## src/rtl/core/multitap_keypad_text_entry_top_defines.svh

```systemverilog
// ---------------------------------------------------------------------------
// Multitap keypad text entry - assertion macros
// Concurrent assertion wrappers. They compile to nothing when SYNTH is set.
// ---------------------------------------------------------------------------
`ifndef MULTITAP_KEYPAD_TEXT_ENTRY_TOP_DEFINES_SVH
`define MULTITAP_KEYPAD_TEXT_ENTRY_TOP_DEFINES_SVH

`ifndef SYNTH
// same-cycle implication
`define MKTE_ASSERT_IMP(lbl, clk, rst_n, ante, cons) \
    lbl: assert property (@(posedge clk) disable iff (!rst_n) (ante) |-> (cons)) \
        else $error("assertion failed");
// next-cycle implication
`define MKTE_ASSERT_NXT(lbl, clk, rst_n, ante, cons) \
    lbl: assert property (@(posedge clk) disable iff (!rst_n) (ante) |=> (cons)) \
        else $error("assertion failed");
`else
`define MKTE_ASSERT_IMP(lbl, clk, rst_n, ante, cons)
`define MKTE_ASSERT_NXT(lbl, clk, rst_n, ante, cons)
`endif

`endif

```

## src/rtl/core/mkte_pkg.sv

```systemverilog
// ---------------------------------------------------------------------------
// Multitap keypad text entry - package
// Field widths, action codes, chord patterns and the letter table.
// ---------------------------------------------------------------------------
package mkte_pkg;

    localparam int KEY_W  = 9;
    localparam int ACT_W  = 2;
    localparam int CHAR_W = 7;
    localparam int KIDX_W = 4;
    localparam int TAP_W  = 2;

    typedef logic [KEY_W-1:0]  key_bits_t;
    typedef logic [ACT_W-1:0]  action_t;
    typedef logic [CHAR_W-1:0] char_t;
    typedef logic [KIDX_W-1:0] key_idx_t;
    typedef logic [TAP_W-1:0]  tap_t;

    localparam action_t ACT_NONE    = 2'd0;
    localparam action_t ACT_APPEND  = 2'd1;
    localparam action_t ACT_REPLACE = 2'd2;
    localparam action_t ACT_CLEAR   = 2'd3;

    localparam key_idx_t NO_KEY    = 4'd15;
    localparam key_idx_t NUM_KEYS  = 4'd9;

    localparam key_bits_t CHORD_CLEAR = 9'h006;
    localparam key_bits_t CHORD_MODE  = 9'h030;
    localparam key_bits_t CHORD_SPACE = 9'h180;

    localparam char_t CHAR_ONE   = 7'h31;
    localparam char_t CHAR_SPACE = 7'h20;
    localparam char_t CHAR_NUL   = 7'h00;

    localparam char_t LETTERS [9][3] = '{
        '{7'h2E, 7'h51, 7'h5A},   // . Q Z
        '{7'h41, 7'h42, 7'h43},   // A B C
        '{7'h44, 7'h45, 7'h46},   // D E F
        '{7'h47, 7'h48, 7'h49},   // G H I
        '{7'h4A, 7'h4B, 7'h4C},   // J K L
        '{7'h4D, 7'h4E, 7'h4F},   // M N O
        '{7'h50, 7'h52, 7'h53},   // P R S
        '{7'h54, 7'h55, 7'h56},   // T U V
        '{7'h57, 7'h58, 7'h59}    // W X Y
    };

    // Letter lookup; out-of-range codes give NUL.
    function automatic char_t letter_of(key_idx_t key, tap_t tap);
        char_t ch;
        ch = CHAR_NUL;
        if ((key < NUM_KEYS) && (tap != 2'd3))
        begin
            ch = LETTERS[key][tap];
        end
        return ch;
    endfunction

    // Tap advance modulo three; the unused code 3 folds to 1.
    function automatic tap_t tap_advance(tap_t tap);
        tap_t nxt;
        case (tap)
            2'd0:    nxt = 2'd1;
            2'd1:    nxt = 2'd2;
            2'd2:    nxt = 2'd0;
            default: nxt = 2'd1;
        endcase
        return nxt;
    endfunction

endpackage

```

## src/rtl/core/mkte_if.sv

```systemverilog
// ---------------------------------------------------------------------------
// Multitap keypad text entry - channel interfaces
// Valid/ready channels for key presses and text edits.
// ---------------------------------------------------------------------------
interface mkte_key_if;
    logic               valid;
    logic               ready;
    mkte_pkg::key_bits_t key_bits;

    modport source (output valid, output key_bits, input ready);
    modport sink   (input valid, input key_bits, output ready);
endinterface

interface mkte_edit_if;
    logic              valid;
    logic              ready;
    mkte_pkg::action_t edit_action;
    mkte_pkg::char_t   char_code;
    logic              digit_mode;

    modport source (output valid, output edit_action, output char_code,
                    output digit_mode, input ready);
    modport sink   (input valid, input edit_action, input char_code,
                    input digit_mode, output ready);
endinterface

```

## src/rtl/core/multitap_keypad_text_entry_top.sv

```systemverilog
// An accepted key press shows its edit at the output in the next cycle.
// Throughput: one press per cycle unless a waiting result is held by edit_out.ready low;
// the single result register drains and refills at once. key_in.ready drops only while a
// result waits and edit_out.ready is low. Reset (rst_n low, async): no key remembered,
// tap 0, letter mode, output empty.
// Multitap keypad text entry - top level
// Decodes nine-key pad presses into append / replace / clear / none text edits.
// ---------------------------------------------------------------------------
`include "multitap_keypad_text_entry_top_defines.svh"

module multitap_keypad_text_entry_top (
    input  logic        clk,
    input  logic        rst_n,
    mkte_key_if.sink    key_in,
    mkte_edit_if.source edit_out
);

    // -----------------------------------------------------------------------
    // Edit state: last letter-mode key, its tap position, and the mode flag.
    // -----------------------------------------------------------------------
    mkte_pkg::key_idx_t last_key_reg, last_key_next;
    mkte_pkg::tap_t     tap_reg, tap_next;
    logic               numeric_reg, numeric_next;

    // Result register
    logic               out_valid_reg;
    mkte_pkg::action_t  act_reg, act_next;
    mkte_pkg::char_t    char_reg, char_next;
    logic               mode_reg;

    logic               in_fire;
    logic               single;
    mkte_pkg::key_idx_t key_idx;

    // Accept whenever the result slot is empty or being drained this cycle.
    assign key_in.ready = !out_valid_reg || edit_out.ready;
    assign in_fire      = key_in.valid && key_in.ready;

    // One-hot to index: nine independent compares.
    always_comb
    begin
        single  = $onehot(key_in.key_bits);
        key_idx = mkte_pkg::NUM_KEYS;
        for (int i = 0; i < mkte_pkg::KEY_W; i++)
        begin
            if (key_in.key_bits == mkte_pkg::key_bits_t'(1 << i))
            begin
                key_idx = mkte_pkg::key_idx_t'(i);
            end
        end
    end

    // Next state and result for the presented press.
    always_comb
    begin
        last_key_next = last_key_reg;
        tap_next      = tap_reg;
        numeric_next  = numeric_reg;
        act_next      = mkte_pkg::ACT_NONE;
        char_next     = mkte_pkg::CHAR_NUL;

        if (single)
        begin
            if (numeric_reg)
            begin
                // digit mode: '1'..'9', tap state untouched
                act_next  = mkte_pkg::ACT_APPEND;
                char_next = mkte_pkg::CHAR_ONE
                            + mkte_pkg::char_t'(key_idx);
            end
            else if (last_key_reg == key_idx)
            begin
                // same key again: step to the next letter in place
                tap_next  = mkte_pkg::tap_advance(tap_reg);
                act_next  = mkte_pkg::ACT_REPLACE;
                char_next = mkte_pkg::letter_of(key_idx, tap_next);
            end
            else
            begin
                // new key: first letter appended
                tap_next      = 2'd0;
                last_key_next = key_idx;
                act_next      = mkte_pkg::ACT_APPEND;
                char_next     = mkte_pkg::letter_of(key_idx, 2'd0);
            end
        end
        else if (key_in.key_bits == mkte_pkg::CHORD_CLEAR)
        begin
            last_key_next = mkte_pkg::NO_KEY;
            act_next      = mkte_pkg::ACT_CLEAR;
        end
        else if (key_in.key_bits == mkte_pkg::CHORD_MODE)
        begin
            numeric_next = !numeric_reg;
        end
        else if (key_in.key_bits == mkte_pkg::CHORD_SPACE)
        begin
            act_next  = mkte_pkg::ACT_APPEND;
            char_next = mkte_pkg::CHAR_SPACE;
        end
    end

    // Control state, updated on every accepted transaction; the valid flag also clears on drain.
    always_ff @(posedge clk or negedge rst_n)
    begin
        if (!rst_n)
        begin
            last_key_reg  <= mkte_pkg::NO_KEY;
            tap_reg       <= 2'd0;
            numeric_reg   <= 1'b0;
            out_valid_reg <= 1'b0;
        end
        else
        begin
            if (in_fire)
            begin
                last_key_reg  <= last_key_next;
                tap_reg       <= tap_next;
                numeric_reg   <= numeric_next;
                out_valid_reg <= 1'b1;
            end
            else if (edit_out.ready)
            begin
                out_valid_reg <= 1'b0;
            end
        end
    end

    // Payload of the result register, loaded only on accept.
    always_ff @(posedge clk)
    begin
        if (in_fire)
        begin
            act_reg  <= act_next;
            char_reg <= char_next;
            mode_reg <= numeric_next;
        end
    end

    assign edit_out.valid       = out_valid_reg;
    assign edit_out.edit_action = act_reg;
    assign edit_out.char_code   = char_reg;
    assign edit_out.digit_mode  = mode_reg;

    // -----------------------------------------------------------------------
    // Assertions
    // -----------------------------------------------------------------------
    // tap position never reaches the unused code
    `MKTE_ASSERT_IMP(a_tap_range, clk, rst_n, 1'b1, tap_reg != 2'd3)
    // clear chord forgets the last key
    `MKTE_ASSERT_NXT(a_clear_forgets, clk, rst_n,
        in_fire && (key_in.key_bits == mkte_pkg::CHORD_CLEAR),
        last_key_reg == mkte_pkg::NO_KEY)
    // replace edits only come from letter mode
    `MKTE_ASSERT_IMP(a_replace_letters, clk, rst_n,
        out_valid_reg && (act_reg == mkte_pkg::ACT_REPLACE), !mode_reg)
    // no character rides with a none or clear edit
    `MKTE_ASSERT_IMP(a_nul_char, clk, rst_n,
        out_valid_reg && ((act_reg == mkte_pkg::ACT_NONE) ||
                          (act_reg == mkte_pkg::ACT_CLEAR)),
        char_reg == mkte_pkg::CHAR_NUL)

endmodule
```

## src/flat_wrapper.sv

```systemverilog
// flat-port wrapper written by rule: the top's interface ports become plain ports
module multitap_keypad_text_entry_top_flat 
  (clk, rst_n, key_in_valid, key_in_key_bits, key_in_ready, edit_out_valid, edit_out_edit_action, edit_out_char_code, edit_out_digit_mode, edit_out_ready);
  mkte_key_if key_in_i ();
  mkte_edit_if edit_out_i ();
  input  logic clk;
  input  logic rst_n;
  input wire logic [$bits(key_in_i.valid)-1:0] key_in_valid;
  input wire logic [$bits(key_in_i.key_bits)-1:0] key_in_key_bits;
  output wire logic [$bits(key_in_i.ready)-1:0] key_in_ready;
  output wire logic [$bits(edit_out_i.valid)-1:0] edit_out_valid;
  output wire logic [$bits(edit_out_i.edit_action)-1:0] edit_out_edit_action;
  output wire logic [$bits(edit_out_i.char_code)-1:0] edit_out_char_code;
  output wire logic [$bits(edit_out_i.digit_mode)-1:0] edit_out_digit_mode;
  input wire logic [$bits(edit_out_i.ready)-1:0] edit_out_ready;
  assign key_in_i.valid = key_in_valid;
  assign key_in_i.key_bits = key_in_key_bits;
  assign key_in_ready = key_in_i.ready;
  assign edit_out_valid = edit_out_i.valid;
  assign edit_out_edit_action = edit_out_i.edit_action;
  assign edit_out_char_code = edit_out_i.char_code;
  assign edit_out_digit_mode = edit_out_i.digit_mode;
  assign edit_out_i.ready = edit_out_ready;
  multitap_keypad_text_entry_top u_core (.clk(clk), .rst_n(rst_n), .key_in(key_in_i), .edit_out(edit_out_i));
endmodule
```

## config.mk

```make
export PLATFORM = sky130hd
export DESIGN_NAME = multitap_keypad_text_entry_top_flat
export DESIGN_NICKNAME = d
export VERILOG_FILES = /design/src/rtl/core/mkte_pkg.sv /design/src/rtl/core/mkte_if.sv /design/src/rtl/core/multitap_keypad_text_entry_top.sv /design/src/flat_wrapper.sv
export VERILOG_INCLUDE_DIRS = /design/src /design/src/rtl/core
export SDC_FILE = /design/constraint.sdc
export NUM_CORES = 1
export LEC_CHECK = 0
export ABC_AREA = 1
export BUFFER_PORTS_ARGS = -buffer_cell sky130_fd_sc_hd__buf_2
export CAP_MARGIN = 10
export CORE_MARGIN = 2
export CORE_UTILIZATION = 25
export CTS_BUF_LIST = sky130_fd_sc_hd__clkbuf_8
export DETAILED_ROUTE_END_ITERATION = 16
export GPL_ROUTABILITY_DRIVEN = 0
export PLACE_DENSITY_LB_ADDON = 0.25
export SLEW_MARGIN = 20
export SYNTH_ARGS = -nofsm -noshare
export SYNTH_HDL_FRONTEND = slang
export SYNTH_SLANG_ARGS = --single-unit
```

## constraint.sdc

```tcl
create_clock -name clk -period 2.6 [get_ports clk]
set_input_delay 0.39 -clock clk [delete_from_list [all_inputs] [get_ports clk]]
set_output_delay 0.39 -clock clk [all_outputs]
set_load 0.005 [all_outputs]
```

==> results.cfg <==
[run_status]
status = finished, violations left
failed_checks = negative setup slack

[detailed_routing]
detail_route.wirelength_um = 4920
final_antenna_net_count = 0
drtIter0Drc = 85
first_pass_iters = 4
num_vias = 1912
wl_per_cell_um = 10.74
drc = 0
vias_per_cell = 4.175

[final_layout]
fillers = 806
multi_input_area_um2 = 1465
ff_latch_area_um2 = 505.5
drive_gt1_share_pct = 44.66
synthToLayoutAreaGrowth_pct = 54.60
finish.utilization_pct = 39.63
fin_nets = 397
diodes = 0
largest_register_ffs = 7

[sta]
timing.final.ws_setup_ps = -671.3
hold_viol = 0
setup_viol = 17
maxSlewViolCount = 0
max_slew.worst_pin.slew_ps = 507.8
max_freq_mhz = 305.7
relSlewSlack_pct = 66.11
skew_ps = 1.950
rsz0062_at_grt = true
fin_crit_sh_pct = 125.8
period_needed_ps = 3271
setup_tns_ps = -9804

[global_routing]
grt-ovfl-total = 0
grtUsageTotal_pct = 11.91
grt_pass1_wl_um = 8286
antenna_found_initial = 0
grt_pass1_vias = 1865
grt_max_degree = 14

[yosys]
syn_area_um2 = 1971
synth_area_leaders = edfxtp_1 15%, ha_1 14%, nand2_1 13%
synth_top_area_cell = edfxtp_1
synth_top_area_share_pct = 15.24
synth-edff-count = 10
synth_seq_area_share_pct = 25.65
synth_async_sr_flop_share_pct = 44.44
syn_inst = 263
ys_ff_latch = 18
synth-main-ff-cell = edfxtp_1
synth_warnings = 0
ys_types = 36
syn-num-nets = 303
syn_area_per_cell_um2 = 7.493

[cts]
clk-insertion-delay-late_ps = 260
root_buffer = clkbuf_8
tritoncts = done
cts_sinks = 18
cts_made_buffers = 3
clock_path_buffers = 2
path_clk_slew_ps = 70
htree_levels = 1

[critical_path]
path_cells = buf_8 > ha_4 > fa_1 > fa_1 > ha_4 > fa_2 > nor4_4 > inv_2 > buf_6 > nor2_4 > buf_4 > buf_6 > nand3b_1
crit_path_start_kind = input pin
arrival_ps = 3400
crit_fanout = 5
cpPeakStageDelay_ps = 600
crit_path_top_delay_cell = fa_1
critPathCaptureType = flop
reg2regPathDepth = 10
required_ps = 2730
criticalPathCategory = input pin to flop
rrSetupSlack_ps = 830

[pwr]
p_leak_nw = 1.455
power.share.sequential_pct = 29.8
max-vdd-ir-drop_uv = 194.8
pwr-share-clk_pct = 14.5
p_switching_w = 0.0005833
p_int_w = 0.0008700
p_sw_share_pct = 40.14
comb_power_share_pct = 55.7
pwr_density_cell_nw_per_um2 = 477.0

[placed_design]
hpwl_um = 4064
io_buffers = 24

[die]
pin_count = 25
num_rows = 32
coreArea_um2 = 7687
chipWidth_um = 92.79
initial_core_util_pct = 25.63
die_y_um = 92.79
die_area_um2 = 8609

[worst_hold_path]
worst_hold_path.num_cells = 4
hp-class = input pin to flop

[job]
cap_violations = 0
synthesized netlist by cell type (5+ instances only):
cell,n
fa_1,5
o21ai_1,6
o21ai_0,12
ha_1,22
nand2_1,66
nor2_1,24
nand2_2,7
inv_1,41
edfxtp_1,10
nand3_1,21
power groups by stage:
stage          clock (W)  combinational (W)  sequential [W]
5_1_grt         0.000222           0.000908        0.000442
2_1_floorplan          0           0.000476        0.000432
3_3_place_gp           0           0.000684        0.000438
4_1_cts         0.000212           0.000783        0.000432
6_report        0.000211           0.000810        0.000433
3_5_place_dp           0           0.000693        0.000437
per-stage QoR:
step | total power, W | hold WS [ps] | area (µm²) | std cells | worst slack (ps)
after floorplan | 0.0009075 | 94.41 | 2049 | 263 | -648.9
after global placement | 0.001122 | 272.7 | 2740 | 446 | -952.3
after detailed placement | 0.001130 | 274.7 | 2740 | 446 | -1007
after CTS | 0.001428 | 399.0 | 2980 | 454 | -670.6
after global routing | 0.001573 | 411.5 | 3047 | 458 | -801.5
final | 0.001453 | 401.4 | 3047 | 458 | -671.3
logic make-up (layout without fill, tap and decap cells):
group	Yosys count	in the layout	share of synthesized area, %
XOR/XNOR	1	1	0.4445
adder cells (fa/ha/maj)	27	27	19.05
AND/OR/NAND/NOR	141	141	35.30
buffers and inverters	46	139	9.079
flip-flops	18	18	25.65
AO/OA/AOI/OAI	30	30	10.48
worst paths after layout:
check | end | start
worst max-delay path | u_core.edit_out.char_code[5]$_DFFE_PP_ | key_in_key_bits[5]
worst min-delay path | u_core.edit_out.valid$_DFFE_PN0P_ | edit_out_ready
worst max register to register | u_core.edit_out.char_code[1]$_SDFFCE_PP0P_ | u_core.tap_reg[0]$_DFFE_PN0P_
worst min register to register | u_core.last_key_reg[2]$_DFFE_PN1P_ | u_core.last_key_reg[2]$_DFFE_PN1P_
max in group asynchronous | u_core.last_key_reg[0]$_DFFE_PN1P_ | rst_n
min in group asynchronous | u_core.edit_out.valid$_DFFE_PN0P_ | rst_n
routing by layer:
layer	share of wire (%)	routed length, µm	up-vias	GRT usage, %
li1	-	-	1023	-
met1	46	2280	848	15.11
met2	49	2432	34	21.14
met3	2.5	121	7	0.9764
met4	1.7	86	0	4.044
met5	0	0	-	0
timing repair:
action,4_1_cts,5_1_grt
gates resized for setup,39,13
pin swaps,18,7
cloned,0,0
hold buffers,1,0
buffers inserted,3,5
endpoints found under the setup margin,17,17
hold endpoints to repair,4,0
cell type report:
type	count	area share, %
Multi-Input combinational cell	199	48.09
Timing Repair Buffer	91	23.24
Sequential cell	18	16.59
Inverter	44	6.407
Tap cell	102	4.189
Clock buffer	3	1.355
Clock inverter	1	0.1232
worst max-delay path, delay by kind of cell:
family / cells / cell delay, ps
adders and majority gates: 5 / 1840
buffers and inverters: 5 / 590
and+or+nand+nor: 3 / 600
cell usage in the layout (no fill, tap or decap), drive strengths merged, types with 3 or more instances in the layout:
cell,instances
buf,90
nand2,77
inv,44
nor2,30
nand3,23
ha,22
o21ai,20
edfxtp,10
fa,5
nand4,4
dfrtp,4
dfstp,4
nand3b,3
clkbuf,3
a21oi,3
No activity file was read; power rests on OpenSTA's default activity.
